`src/design/rma_pkg.sv`:
```
// shared constants, types and helpers of the running mean accumulator
`default_nettype none

package rma_pkg;

  localparam int SAMPLE_WIDTH = 32;
  localparam int COUNT_WIDTH  = 32;
  localparam int ITER_WIDTH   = $clog2(SAMPLE_WIDTH + 1);

  localparam logic [COUNT_WIDTH-1:0] CNT_MAX_UNSIGNED = {COUNT_WIDTH{1'b1}};
  localparam logic [COUNT_WIDTH-1:0] CNT_MAX_SIGNED   = {1'b0, {(COUNT_WIDTH-1){1'b1}}};

  // divider status toward the sequencer
  typedef struct packed {
    logic busy;
    logic done;
  } div_stat_t;

  // 32-bit raw sample to working width, zero or sign extended per mode
  function automatic logic [SAMPLE_WIDTH-1:0] extend_in(input logic [31:0] raw,
                                                         input logic sgn);
    logic [95:0] wide;
    wide = {{64{sgn & raw[31]}}, raw};
    return wide[SAMPLE_WIDTH-1:0];
  endfunction

  // working width value to the 32-bit output field, extended per mode
  function automatic logic [31:0] extend_out(input logic [SAMPLE_WIDTH-1:0] x,
                                             input logic sgn);
    logic [SAMPLE_WIDTH+31:0] wide;
    wide = {{32{sgn & x[SAMPLE_WIDTH-1]}}, x};
    return wide[31:0];
  endfunction

endpackage

`default_nettype wire

```
`src/design/rma_div.sv`:
```
// iterative restoring divider, one quotient bit per cycle
`default_nettype none

module rma_div (
  input  wire logic                                clk,
  input  wire logic                                rst,
  input  wire logic                                start,
  input  wire logic [rma_pkg::SAMPLE_WIDTH-1:0]    dividend,
  input  wire logic [rma_pkg::COUNT_WIDTH-1:0]     divisor,
  output logic [rma_pkg::SAMPLE_WIDTH-1:0]         quotient,
  output rma_pkg::div_stat_t                       stat
);

  logic [rma_pkg::COUNT_WIDTH-1:0]  rem;
  logic [rma_pkg::COUNT_WIDTH-1:0]  dvs;
  logic [rma_pkg::SAMPLE_WIDTH-1:0] dvd;
  logic [rma_pkg::SAMPLE_WIDTH-1:0] quo;
  logic [rma_pkg::ITER_WIDTH-1:0]   iter;
  logic                             busy;
  logic                             done;

  logic [rma_pkg::COUNT_WIDTH:0] rem_sh;
  logic [rma_pkg::COUNT_WIDTH:0] rem_sub;
  logic                          fits;

  // shift in the next dividend bit and trial subtract
  always_comb begin
    rem_sh  = {rem, dvd[rma_pkg::SAMPLE_WIDTH-1]};
    rem_sub = rem_sh - {1'b0, dvs};
    fits    = rem_sh >= {1'b0, dvs};
  end

  always_ff @(posedge clk) begin
    if (rst) begin
      busy <= 1'b0;
      done <= 1'b0;
      iter <= '0;
    end else begin
      done <= 1'b0;
      if (start) begin
        busy <= 1'b1;
        iter <= rma_pkg::ITER_WIDTH'(rma_pkg::SAMPLE_WIDTH);
      end else if (busy) begin
        iter <= iter - 1'b1;
        if (iter == rma_pkg::ITER_WIDTH'(1)) begin
          busy <= 1'b0;
          done <= 1'b1;
        end
      end
    end
  end

  always_ff @(posedge clk) begin
    if (start) begin
      rem <= '0;
      dvs <= divisor;
      dvd <= dividend;
      quo <= '0;
    end else if (busy) begin
      rem <= fits ? rem_sub[rma_pkg::COUNT_WIDTH-1:0] : rem_sh[rma_pkg::COUNT_WIDTH-1:0];
      dvd <= {dvd[rma_pkg::SAMPLE_WIDTH-2:0], 1'b0};
      quo <= {quo[rma_pkg::SAMPLE_WIDTH-2:0], fits};
    end
  end

  assign quotient  = quo;
  assign stat.busy = busy;
  assign stat.done = done;

endmodule

`default_nettype wire

```
`src/design/running_mean_accumulator.sv`:
```
// top level of the running mean accumulator
`default_nettype none

// running mean accumulator: each request carries one 32-bit sample (tdata) and
// a restart flag (tuser). the block keeps a wrapping running sum and a
// saturating sample count, and returns the truncated mean of all samples so
// far together with the count. signed_mode is to be written on the cfg channel
// only while the block is idle (the block does not enforce this); it picks
// unsigned or two's-complement arithmetic; signed quotients round toward zero.
// the first sample after reset, or one with restart set, reloads the history
// and is returned as its own mean, through the hold state to the output
// register. every other request goes through a shared restoring divider that
// produces one quotient bit per cycle, through the load, divide and hold
// states to the output register. s_tready is low while a request is in
// progress; the finished result sits in the output register, and the next
// request is accepted while it waits to be taken.

module running_mean_accumulator (
  input  wire logic        clk,
  input  wire logic        rst,
  // sample request
  input  wire logic        s_tvalid,
  output logic             s_tready,
  input  wire logic [31:0] s_tdata,   // [31:0] sample
  input  wire logic        s_tuser,   // [0] restart
  // result
  output logic             m_tvalid,
  input  wire logic        m_tready,
  output logic [63:0]      m_tdata,   // [31:0] average, [63:32] samples_seen
  // configuration
  input  wire logic        cfg_valid,
  output logic             cfg_ready,
  input  wire logic        cfg_data   // [0] signed_mode
);

  localparam int W  = rma_pkg::SAMPLE_WIDTH;
  localparam int CW = rma_pkg::COUNT_WIDTH;

  // sequencer states
  localparam logic [1:0] ST_IDLE = 2'd0;  // waiting for a request
  localparam logic [1:0] ST_LOAD = 2'd1;  // sum and count updated, start divide
  localparam logic [1:0] ST_DIV  = 2'd2;  // divider running
  localparam logic [1:0] ST_HOLD = 2'd3;  // result waits for the output register

  logic [1:0]    state;
  logic          signed_mode;
  logic [W-1:0]  running_sum;
  logic [CW-1:0] sample_count;
  logic          sum_neg;     // sign of the sum being divided
  logic [W-1:0]  res_avg;

  logic          in_fire;
  logic          out_free;
  logic [W-1:0]  smp;
  logic [CW-1:0] cap;
  logic [CW-1:0] count_next;
  logic          div_neg;
  logic [W-1:0]  div_dvd;
  logic [W-1:0]  div_quo;
  logic          div_start;
  rma_pkg::div_stat_t div_stat;

  assign s_tready  = (state == ST_IDLE);
  assign in_fire   = s_tvalid && s_tready;
  assign out_free  = !m_tvalid || m_tready;
  assign cfg_ready = 1'b1;

  // sample at working width
  assign smp = rma_pkg::extend_in(s_tdata, signed_mode);

  // count saturates at the largest positive count of the mode
  always_comb begin
    cap        = signed_mode ? rma_pkg::CNT_MAX_SIGNED : rma_pkg::CNT_MAX_UNSIGNED;
    count_next = (sample_count >= cap) ? cap : sample_count + 1'b1;
  end

  // divide the magnitude, put the sign back afterwards
  assign div_start = (state == ST_LOAD);
  assign div_neg   = signed_mode && running_sum[W-1];
  assign div_dvd   = div_neg ? (~running_sum + 1'b1) : running_sum;

  rma_div u_div (
    .clk      (clk),
    .rst      (rst),
    .start    (div_start),
    .dividend (div_dvd),
    .divisor  (sample_count),
    .quotient (div_quo),
    .stat     (div_stat)
  );

  // mode register
  always_ff @(posedge clk) begin
    if (rst) begin
      signed_mode <= 1'b0;
    end else if (cfg_valid && cfg_ready) begin
      signed_mode <= cfg_data;
    end
  end

  // sequencer and history
  always_ff @(posedge clk) begin
    if (rst) begin
      state        <= ST_IDLE;
      running_sum  <= '0;
      sample_count <= '0;
    end else begin
      case (state)
        ST_IDLE: begin
          if (in_fire) begin
            if (s_tuser || sample_count == '0) begin
              // fresh history: the sample is its own mean
              running_sum  <= smp;
              sample_count <= CW'(1);
              state        <= ST_HOLD;
            end else begin
              running_sum  <= running_sum + smp;
              sample_count <= count_next;
              state        <= ST_LOAD;
            end
          end
        end
        ST_LOAD: begin
          state <= ST_DIV;
        end
        ST_DIV: begin
          if (div_stat.done) begin
            state <= ST_HOLD;
          end
        end
        ST_HOLD: begin
          if (out_free) begin
            state <= ST_IDLE;
          end
        end
        default: begin
          state <= ST_IDLE;
        end
      endcase
    end
  end

  // result payload
  always_ff @(posedge clk) begin
    if (state == ST_IDLE && in_fire) begin
      res_avg <= smp;
    end else if (state == ST_DIV && div_stat.done) begin
      res_avg <= sum_neg ? (~div_quo + 1'b1) : div_quo;
    end
    if (state == ST_LOAD) begin
      sum_neg <= div_neg;
    end
  end

  // output register
  always_ff @(posedge clk) begin
    if (rst) begin
      m_tvalid <= 1'b0;
    end else if (state == ST_HOLD && out_free) begin
      m_tvalid <= 1'b1;
    end else if (m_tready) begin
      m_tvalid <= 1'b0;
    end
  end

  always_ff @(posedge clk) begin
    if (state == ST_HOLD && out_free) begin
      m_tdata <= {sample_count, rma_pkg::extend_out(res_avg, signed_mode)};
    end
  end

  // the divider only runs while the sequencer waits on it
  a_div_busy: assert property (@(posedge clk) disable iff (rst)
    div_stat.busy |-> (state == ST_DIV))
    else $error("divider busy outside the divide state");

  a_done_state: assert property (@(posedge clk) disable iff (rst)
    div_stat.done |-> (state == ST_DIV))
    else $error("divider finished outside the divide state");

  // history is never empty after a request
  a_count_nz: assert property (@(posedge clk) disable iff (rst)
    in_fire |=> (sample_count != '0))
    else $error("sample count zero after a request");

  // a started divide leaves the load state at once
  a_load_once: assert property (@(posedge clk) disable iff (rst)
    (state == ST_LOAD) |=> (state == ST_DIV) && div_stat.busy)
    else $error("divider did not start from the load state");

endmodule

`default_nettype wire
```
`config.mk`:
```
export PLATFORM = sky130hd
export DESIGN_NAME = running_mean_accumulator
export DESIGN_NICKNAME = d
export VERILOG_FILES = /design/src/design/rma_pkg.sv /design/src/design/rma_div.sv /design/src/design/running_mean_accumulator.sv
export SDC_FILE = /design/constraint.sdc
export NUM_CORES = 1
export LEC_CHECK = 0
export ABC_AREA = 1
export ABC_CLOCK_PERIOD_IN_PS = 11440
export BUFFER_PORTS_ARGS = -buffer_cell sky130_fd_sc_hd__buf_2
export CAP_MARGIN = 20
export CORE_ASPECT_RATIO = 0.9
export CORE_MARGIN = 2
export CORE_UTILIZATION = 25
export DETAILED_ROUTE_END_ITERATION = 8
export PLACE_DENSITY = 0.46
export SLEW_MARGIN = 0
export SYNTH_ARGS = -nofsm -noshare
export SYNTH_HDL_FRONTEND = slang
export SYNTH_HIERARCHICAL = 1
export SYNTH_SLANG_ARGS = --single-unit
```
`constraint.sdc`:
```
create_clock -name clk -period 11.44 [get_ports clk]
set_input_delay 0.572 -clock clk [delete_from_list [all_inputs] [get_ports clk]]
set_output_delay 0.572 -clock clk [all_outputs]
set_load 0.01 [all_outputs]
```
==> metrics.md, run 1 <==
| Metric | Value |
|---|---|
| Run status | `completed` |
| Top achievable clock speed | `0.3236 GHz` |
| Terminating pin of the worst hold path | `signed_mode` |
| Reg2Reg Setup Slack | `8.35 ns` |
| Flop pwr share | `32.1%` |
| Startpoint of the worst-slack reg-to-reg timing path | `u_div/dvs[24]` |
| Slew @ Worst Pin | `0.8838 ns` |
| Area delta synth->final | `14.51%` |
| Row cnt | `96` |
| Placed instance area | `20940 sq um` |
| Antenna diodes | `0` |
| Crit path DAT | `3.54 ns` |
| WHS Path Cells | `2` |
| CP max-delay cell | `nor2_4` |
| Worst-case clock buffer depth | `3` |
| Global-route wire length before repair | `100.1 mm` |
| Worst clock skew | `0.02634 ns` |
| Number of input and output port buffers inserted | `104` |
| Root Buffer | `clkbuf_16` |
| Drt initial violations | `1354` |
| Kind of cell adding the most delay to the critical path | `simple AND/OR/NAND/NOR gates` |
| P per Cell Area | `238.1 nW/um^2` |
| Crit path required time | `11.89 ns` |
| Startpoint Class | `register` |
| Final Total Pwr | `5.281 mW` |
| Number of max-cap violations | `0` |
| Post-CTS sizing | `0` |
| Share of cells above drive strength 1 | `11.00%` |
| Switching share of total power | `44.74%` |
| NumNets Final | `2902` |
| Part of the total power dissipated in the clock network | `22.7%` |
| Hold Vio Cnt, Final | `0` |
| Netlist area before placement | `19370 sq um` |
| Length in cells of the worst reg-to-reg path | `14` |
| Comb pwr share | `45.1%` |
| Clock transition at the register clock pins on the worst setup and hold paths after CTS | `0.06 ns` |
| Number of buffers created by CTS | `38` |
| Kind of end point of the critical path | `register` |
| Instance count of the mapped netlist | `2702` |
| Crit. Startpoint | `u_div/dvs[24]` |
| Floorplan die area | `79720 sq um` |
| Floorplan die height | `268.1 um` |
| Worst slack at placement | `8.344 ns` |
| Bufs and invs on worst path | `4` |
| Largest driver fanout on the critical path | `38` |
| Detailed-router iteration count before antenna repair | `7` |
| H-Tree Depth | `2` |
| Wire length per cell | `16.95 um` |
| Cell Chain, Critical Path | `inv_1 -> ha_1 -> nand2_1 -> inv_1 -> a21oi_1 -> nand2_1 -> nand2_1 -> nand3_2 -> nor2_4 -> nand2_4 -> inv_2 -> nand2_1 -> o211ai_1 -> inv_1` |
| Min cycle time layout | `3.090 ns` |
| Commonest cells after routing, fill and taps aside | `nand2_1, inv_1, nor2_1` |
| Internal portion of total power | `2.919 mW` |
| Net count after synthesis | `2817` |
| Share of the clock period used by the worst path after layout | `27.01%` |
| Top-Level Pins | `106` |
| Hold-fix buffers at CTS | `0` |
| Post-CTS Setup Repair Bufs | `0` |
| Leakage power summed over all cells | `10.31 nW` |
| Vias after detailed routing | `17090` |
| DRT antenna net count | `0` |
| Worst VDD drop | `0.1250 mV` |
| Total wire length after detailed routing | `65.21 mm` |
| Horizontal die dimension | `297.4 um` |
| Core footprint | `76510 sq um` |
| Setup tns final | `0 ns` |
| GRT Overall Usage | `16.30%` |
| Unrepaired setup endpoints after global routing | `false` |
| Drt via density | `4.444` |
| Hold_sp | `cfg_valid` |
| Critical Path Max Stage Delay | `0.59 ns` |
| Final Cell Area | `22180 sq um` |
| Class of the most critical hold timing path | `in2reg` |
| Maximum number of pins on one net before global-route repair | `63` |
| Aggregate global routing overflow | `0` |
| Endpoints failing setup | `0` |
| Starting Density | `25.31%` |
| CTS tree | `built` |
| Cell occurring most often along the worst timing path | `nand2_1` |
| Cell total after placement | `3776` |
| Leading cell type in the layout, fill and taps excluded | `nand2_1` |
| Number of antenna violations at the first check in global routing | `2` |
| Latest clock arrival within the worst-skew pair | `0.58 ns` |
| Worst-case headroom to the max-slew limit | `40.94%` |
| Clock tree sinks | `301` |
| Post-Layout Cell Count | `3846` |
| Number of max-slew violations in the final report | `0` |
| Post-detail-place hpwl | `49.83 mm` |
| Via count of the first global-routing pass | `16620` |
| Crit path setup slack, layout | `8.350 ns` |
| Per-instance average area after synthesis | `7.168 sq um` |
| DRC Markers | `0` |
| Yosys warnings | `6` |
| Global placer's final weighted congestion | `0.9183` |
| Fraction of the core area covered by cells at the end of the flow | `28.99%` |
| Worst reg2reg endpoint | `u_div/quotient[0]` |
| Final-layout worst hold slack | `0.1929 ns` |
| Switching power summed over all nets | `2.363 mW` |
| Worst setup path category | `reg2reg` |
==> power by group through the flow <==
stage | clock (mW) | combinational [mW] | sequential (mW)
finish | 1.20 | 2.38 | 1.70
global route | 1.28 | 2.71 | 1.73
CTS | 1.23 | 2.40 | 1.70
detailed placement | 0 | 2.39 | 1.72
global placement | 0 | 2.39 | 1.72
floorplan | 0 | 1.73 | 1.66
==> layer usage <==
layer | track usage [%] | up-vias | wire length [um] | part of all wire, %
met4 | 4.109 | 0 | 1344 | 2.1
met3 | 2.013 | 72 | 3178 | 4.9
met2 | 27.05 | 372 | 29810 | 46
met5 | 0 | - | 0 | 0
li1 | - | 8824 | - | -
met1 | 22.49 | 7824 | 30880 | 47
==> flip-flops by register name, indices dropped and copies added (netlist names) <==
name / flops
m_tdata: 64
res_avg: 32
running_sum: 32
sample_count: 32
u_div/dvd: 32
u_div/dvs: 32
u_div/quotient: 32
u_div/rem: 32
u_div/iter: 6
state: 2
m_tvalid: 1
signed_mode: 1
sum_neg: 1
u_div/busy: 1
u_div/done: 1
==> worst max path at each step <==
stage,to,depth (start not counted),slack [ns]
after CTS,u_div/quotient[0],14,8.32
after floorplan,m_tdata[0],2,7.21
final,u_div/quotient[0],14,8.35
after global placement,u_div/quotient[0],14,8.38
after global routing,u_div/quotient[0],14,8.08
after detailed placement,u_div/quotient[0],14,8.34
==> area by class of cell <==
| type | instances | area (sq um) |
|---|---|---|
| Tap cell | 1029 | 1287 |
| Clock buffer | 52 | 1075 |
| Multi-Input combinational cell | 1871 | 9633 |
| Fill cell | 8484 | 54330 |
| Timing Repair Buffer | 121 | 668.1 |
| Sequential cell | 301 | 7639 |
| Clock inverter | 18 | 167.7 |
| Inverter | 454 | 1709 |
Power figures use the tool's default switching activity.
==> run 2, diff against run 1 <==
--- a/config.mk
+++ b/config.mk
@@ -5,15 +5,15 @@
 export SDC_FILE = /design/constraint.sdc
 export NUM_CORES = 1
 export LEC_CHECK = 0
-export ABC_AREA = 1
-export ABC_CLOCK_PERIOD_IN_PS = 11440
+export ABC_AREA = 0
+export ABC_CLOCK_PERIOD_IN_PS = 3220
 export BUFFER_PORTS_ARGS = -buffer_cell sky130_fd_sc_hd__buf_2
 export CAP_MARGIN = 20
 export CORE_ASPECT_RATIO = 0.9
 export CORE_MARGIN = 2
 export CORE_UTILIZATION = 25
 export DETAILED_ROUTE_END_ITERATION = 8
-export PLACE_DENSITY = 0.46
+export PLACE_DENSITY = 0.47
 export SLEW_MARGIN = 0
 export SYNTH_ARGS = -nofsm -noshare
 export SYNTH_HDL_FRONTEND = slang
==> constraint.sdc (replaced) <==
create_clock -name clk -period 3.22 [get_ports clk]
set_input_delay 0.161 -clock clk [delete_from_list [all_inputs] [get_ports clk]]
set_output_delay 0.161 -clock clk [all_outputs]
set_load 0.01 [all_outputs]
==> run 2 against run 1 <==
Effect of this change:
- routed wire length down 25%
- sequential cell count unchanged
- sequential share of layout area up 3.5 points
- register-to-register slack worse by 8.2 ns
- worst hold slack worse by 0.15 ns
- sequential power rose to 3.5 times the previous value
- via count down 21%
- power rose to 3.5 times the previous value
- cell count down 27%
- synthesized cell count down 35%
- clock skew about the same
- the run now ends with DRC left
==> metrics.md, run 2 <==
| Metric | Value |
|---|---|
| Horizontal die dimension | `275.9 um (-7.2%)` |
| Top-Level Pins | `106 (unchanged)` |
| Drt initial violations | `856 (-37%)` |
| Worst-case headroom to the max-slew limit | `35.11% (-5.8 points)` |
| Core footprint | `65700 sq um (-14%)` |
| Root Buffer | `clkbuf_16` |
| Number of input and output port buffers inserted | `104 (unchanged)` |
| Share of cells above drive strength 1 | `16.89% (+5.9 points)` |
| Fillcell total | `6870 (-19%)` |
| Wire length per cell | `17.35 um (+2.4%)` |
| DRC Markers | `14 (+14)` |
| Global placer's final weighted congestion | `0.8473 (-7.7%)` |
| Drt via density | `4.837 (+8.8%)` |
| Min cycle time layout | `3.113 ns (+0.02276 ns)` |
| Yosys warnings | `6 (unchanged)` |
| Number of max-slew violations in the final report | `0 (unchanged)` |
| Maximum number of pins on one net before global-route repair | `97 (+54%)` |
| Kind of end point of the critical path | `register` |
| Per-instance average area after synthesis | `9.475 sq um (+32%)` |
| Top reg by flops | `m_tdata` |
| Crit path required time | `3.50 ns (-8.39 ns)` |
| Top achievable clock speed | `0.3212 GHz (-0.73%)` |
| Vias after detailed routing | `13580 (-21%)` |
| P per Cell Area | `923.9 nW/um^2 (+290%)` |
| CTS tree | `built` |
| Share of the clock period used by the worst path after layout | `96.68% (+70 points)` |
| Reg2Reg Setup Slack | `0.11 ns (-8.24 ns)` |
| Latest clock arrival within the worst-skew pair | `0.54 ns (-0.04 ns)` |
| Worst setup path category | `reg2reg` |
| Unrepaired setup endpoints after global routing | `true` |
| Final-layout worst hold slack | `0.04376 ns (-0.1492 ns)` |
| H-Tree Depth | `2 (unchanged)` |
| Number of buffers created by CTS | `35 (-7.9%)` |
| Max FFs per register | `64 (unchanged)` |
| Post-Layout Cell Count | `2808 (-27%)` |
| Worst-case clock buffer depth | `3 (unchanged)` |
| Cell total after placement | `2720 (-28%)` |
| Hold Vio Cnt, Final | `0 (unchanged)` |
| Net count after synthesis | `1870 (-34%)` |
| Worst VDD drop | `0.3791 mV (+200%)` |
| Leading cell type in the layout, fill and taps excluded | `nor2_1` |
| Run status | `finished with violations` |
| Area delta synth->final | `21.25%` |
| GRT Overall Usage | `13.99% (-2.3 points)` |
| Startpoint Class | `register` |
| Total wire length after detailed routing | `48.73 mm (-25%)` |
| Number of antenna violations at the first check in global routing | `3 (+1)` |
| Row cnt | `89 (-7.3%)` |
| Global-route wire length before repair | `75.89 mm (-24%)` |
| NumNets Final | `2031 (-30%)` |
| Number of max-cap violations | `0 (unchanged)` |
| Aggregate global routing overflow | `0 (unchanged)` |
| Clock transition at the register clock pins on the worst setup and hold paths after CTS | `0.06 ns (about the same)` |
| Commonest cells after routing, fill and taps aside | `nor2_1, edfxtp_1, nand2_1` |
| Endpoints failing setup | `0 (unchanged)` |
| Netlist area before placement | `16630 sq um (-14%)` |
| Detailed-router iteration count before antenna repair | `7 (unchanged)` |
| Largest driver fanout on the critical path | `6 (-84%)` |
| Floorplan die area | `68600 sq um (-14%)` |
| Crit path DAT | `3.40 ns (-0.14 ns)` |
| Clock tree sinks | `301 (unchanged)` |
| Starting Density | `25.31% (about the same)` |
| Via count of the first global-routing pass | `13020 (-22%)` |
| DRT antenna net count | `0 (unchanged)` |
| Violations in the final reports | `DRC` |
| Post-CTS Setup Repair Bufs | `0 (unchanged)` |
| Floorplan die height | `248.7 um (-7.2%)` |
| Leakage power summed over all cells | `7.777 nW (-25%)` |
| Post-detail-place hpwl | `35.27 mm (-29%)` |
| Instance count of the mapped netlist | `1755 (-35%)` |
| Slew @ Worst Pin | `0.9734 ns (+0.08956 ns)` |
| Worst clock skew | `0.02626 ns (-0.00008700 ns)` |
| Class of the most critical hold timing path | `in2reg` |
[run 2: changes by cell type in the layout (fill, tap and decap cells not counted), moves of 22 or more]
cell | previous run | this run
inv_1 | 440 | 69
mux2i_1 | 0 | 50
nand3_1 | 170 | 46
a21oi_1 | 111 | 141
dlygate4sd3_1 | 0 | 23
buf_4 | 16 | 82
mux2_2 | 0 | 35
nand3_2 | 34 | 1
o22ai_1 | 30 | 8
nand4_1 | 48 | 18
a211oi_1 | 3 | 56
xnor2_1 | 19 | 47
nand2_1 | 860 | 157
[run 2: final cells by class]
type / instances / area (sq um) / share of cell area (%)
antenna: 2 / 5.005 / 0.02482
sequential: 301 / 7641 / 37.90
multi-input combinational: 1293 / 8548 / 42.40
clock buffer: 47 / 962.2 / 4.772
clock inverter: 16 / 158.9 / 0.7881
timing repair buffer: 216 / 1506 / 7.472
tap: 864 / 1081 / 5.362
inverter: 69 / 259.0 / 1.285
[run 2: final timing paths]
check	from	to	depth (start not counted)
setup / recovery	u_div/quotient[2]	res_avg[28]	9
hold reg to reg	res_avg[9]	m_tdata[9]	0
hold / removal	s_tdata[13]	res_avg[13]	3
setup reg to reg	u_div/quotient[2]	res_avg[28]	9
[run 2: metrics by stage]
stage	setup WS (ns)	total power, mW	TNS (ns)	cell area, sq um	util [%]
floorplan	0.06069	11.97	0	16630	-
global placement	0.1149	14.41	0	18650	28.39
detailed placement	0.06745	14.48	0	18650	28.39
CTS	0.01042	18.61	0	20000	30.45
global route	-0.04336	19.98	-0.07584	20160	30.68
finish	0.1070	18.63	0	20160	30.69
[run 2: timing repair]
item,CTS,global route
resized for setup,0,29
endpoints found under the setup margin,0,34
endpoints found under the hold margin,29,0
hold buffers,23,0
[run 2: worst max-delay path: stages, from the launching register on]
cell	delay, ns
dfxtp_1	0.38
nor2_1	0.21
nand3_2	0.12
or4_4	0.44
or3_4	0.39
or3_4	0.39
or3_4	0.41
o31ai_2	0.26
xor2_1	0.18
o21ai_1	0.07
[run 2: where the power goes]
| group | switching, mW | internal [mW] | leakage [nW] | total (mW) |
|---|---|---|---|---|
| registers | 0.634 | 5.38 | 2.67 | 6.02 |
| logic | 4.93 | 3.68 | 4.56 | 8.62 |
| clock network | 1.65 | 2.34 | 0.544 | 3.99 |
[run 2: layer usage]
| layer | track usage, % | share of wire [%] |
|---|---|---|
| met2 | 20.94 | 43 |
| met1 | 20.82 | 50 |
| met3 | 2.240 | 4.9 |
| met5 | 0 | 0.016 |
| met4 | 3.349 | 1.8 |
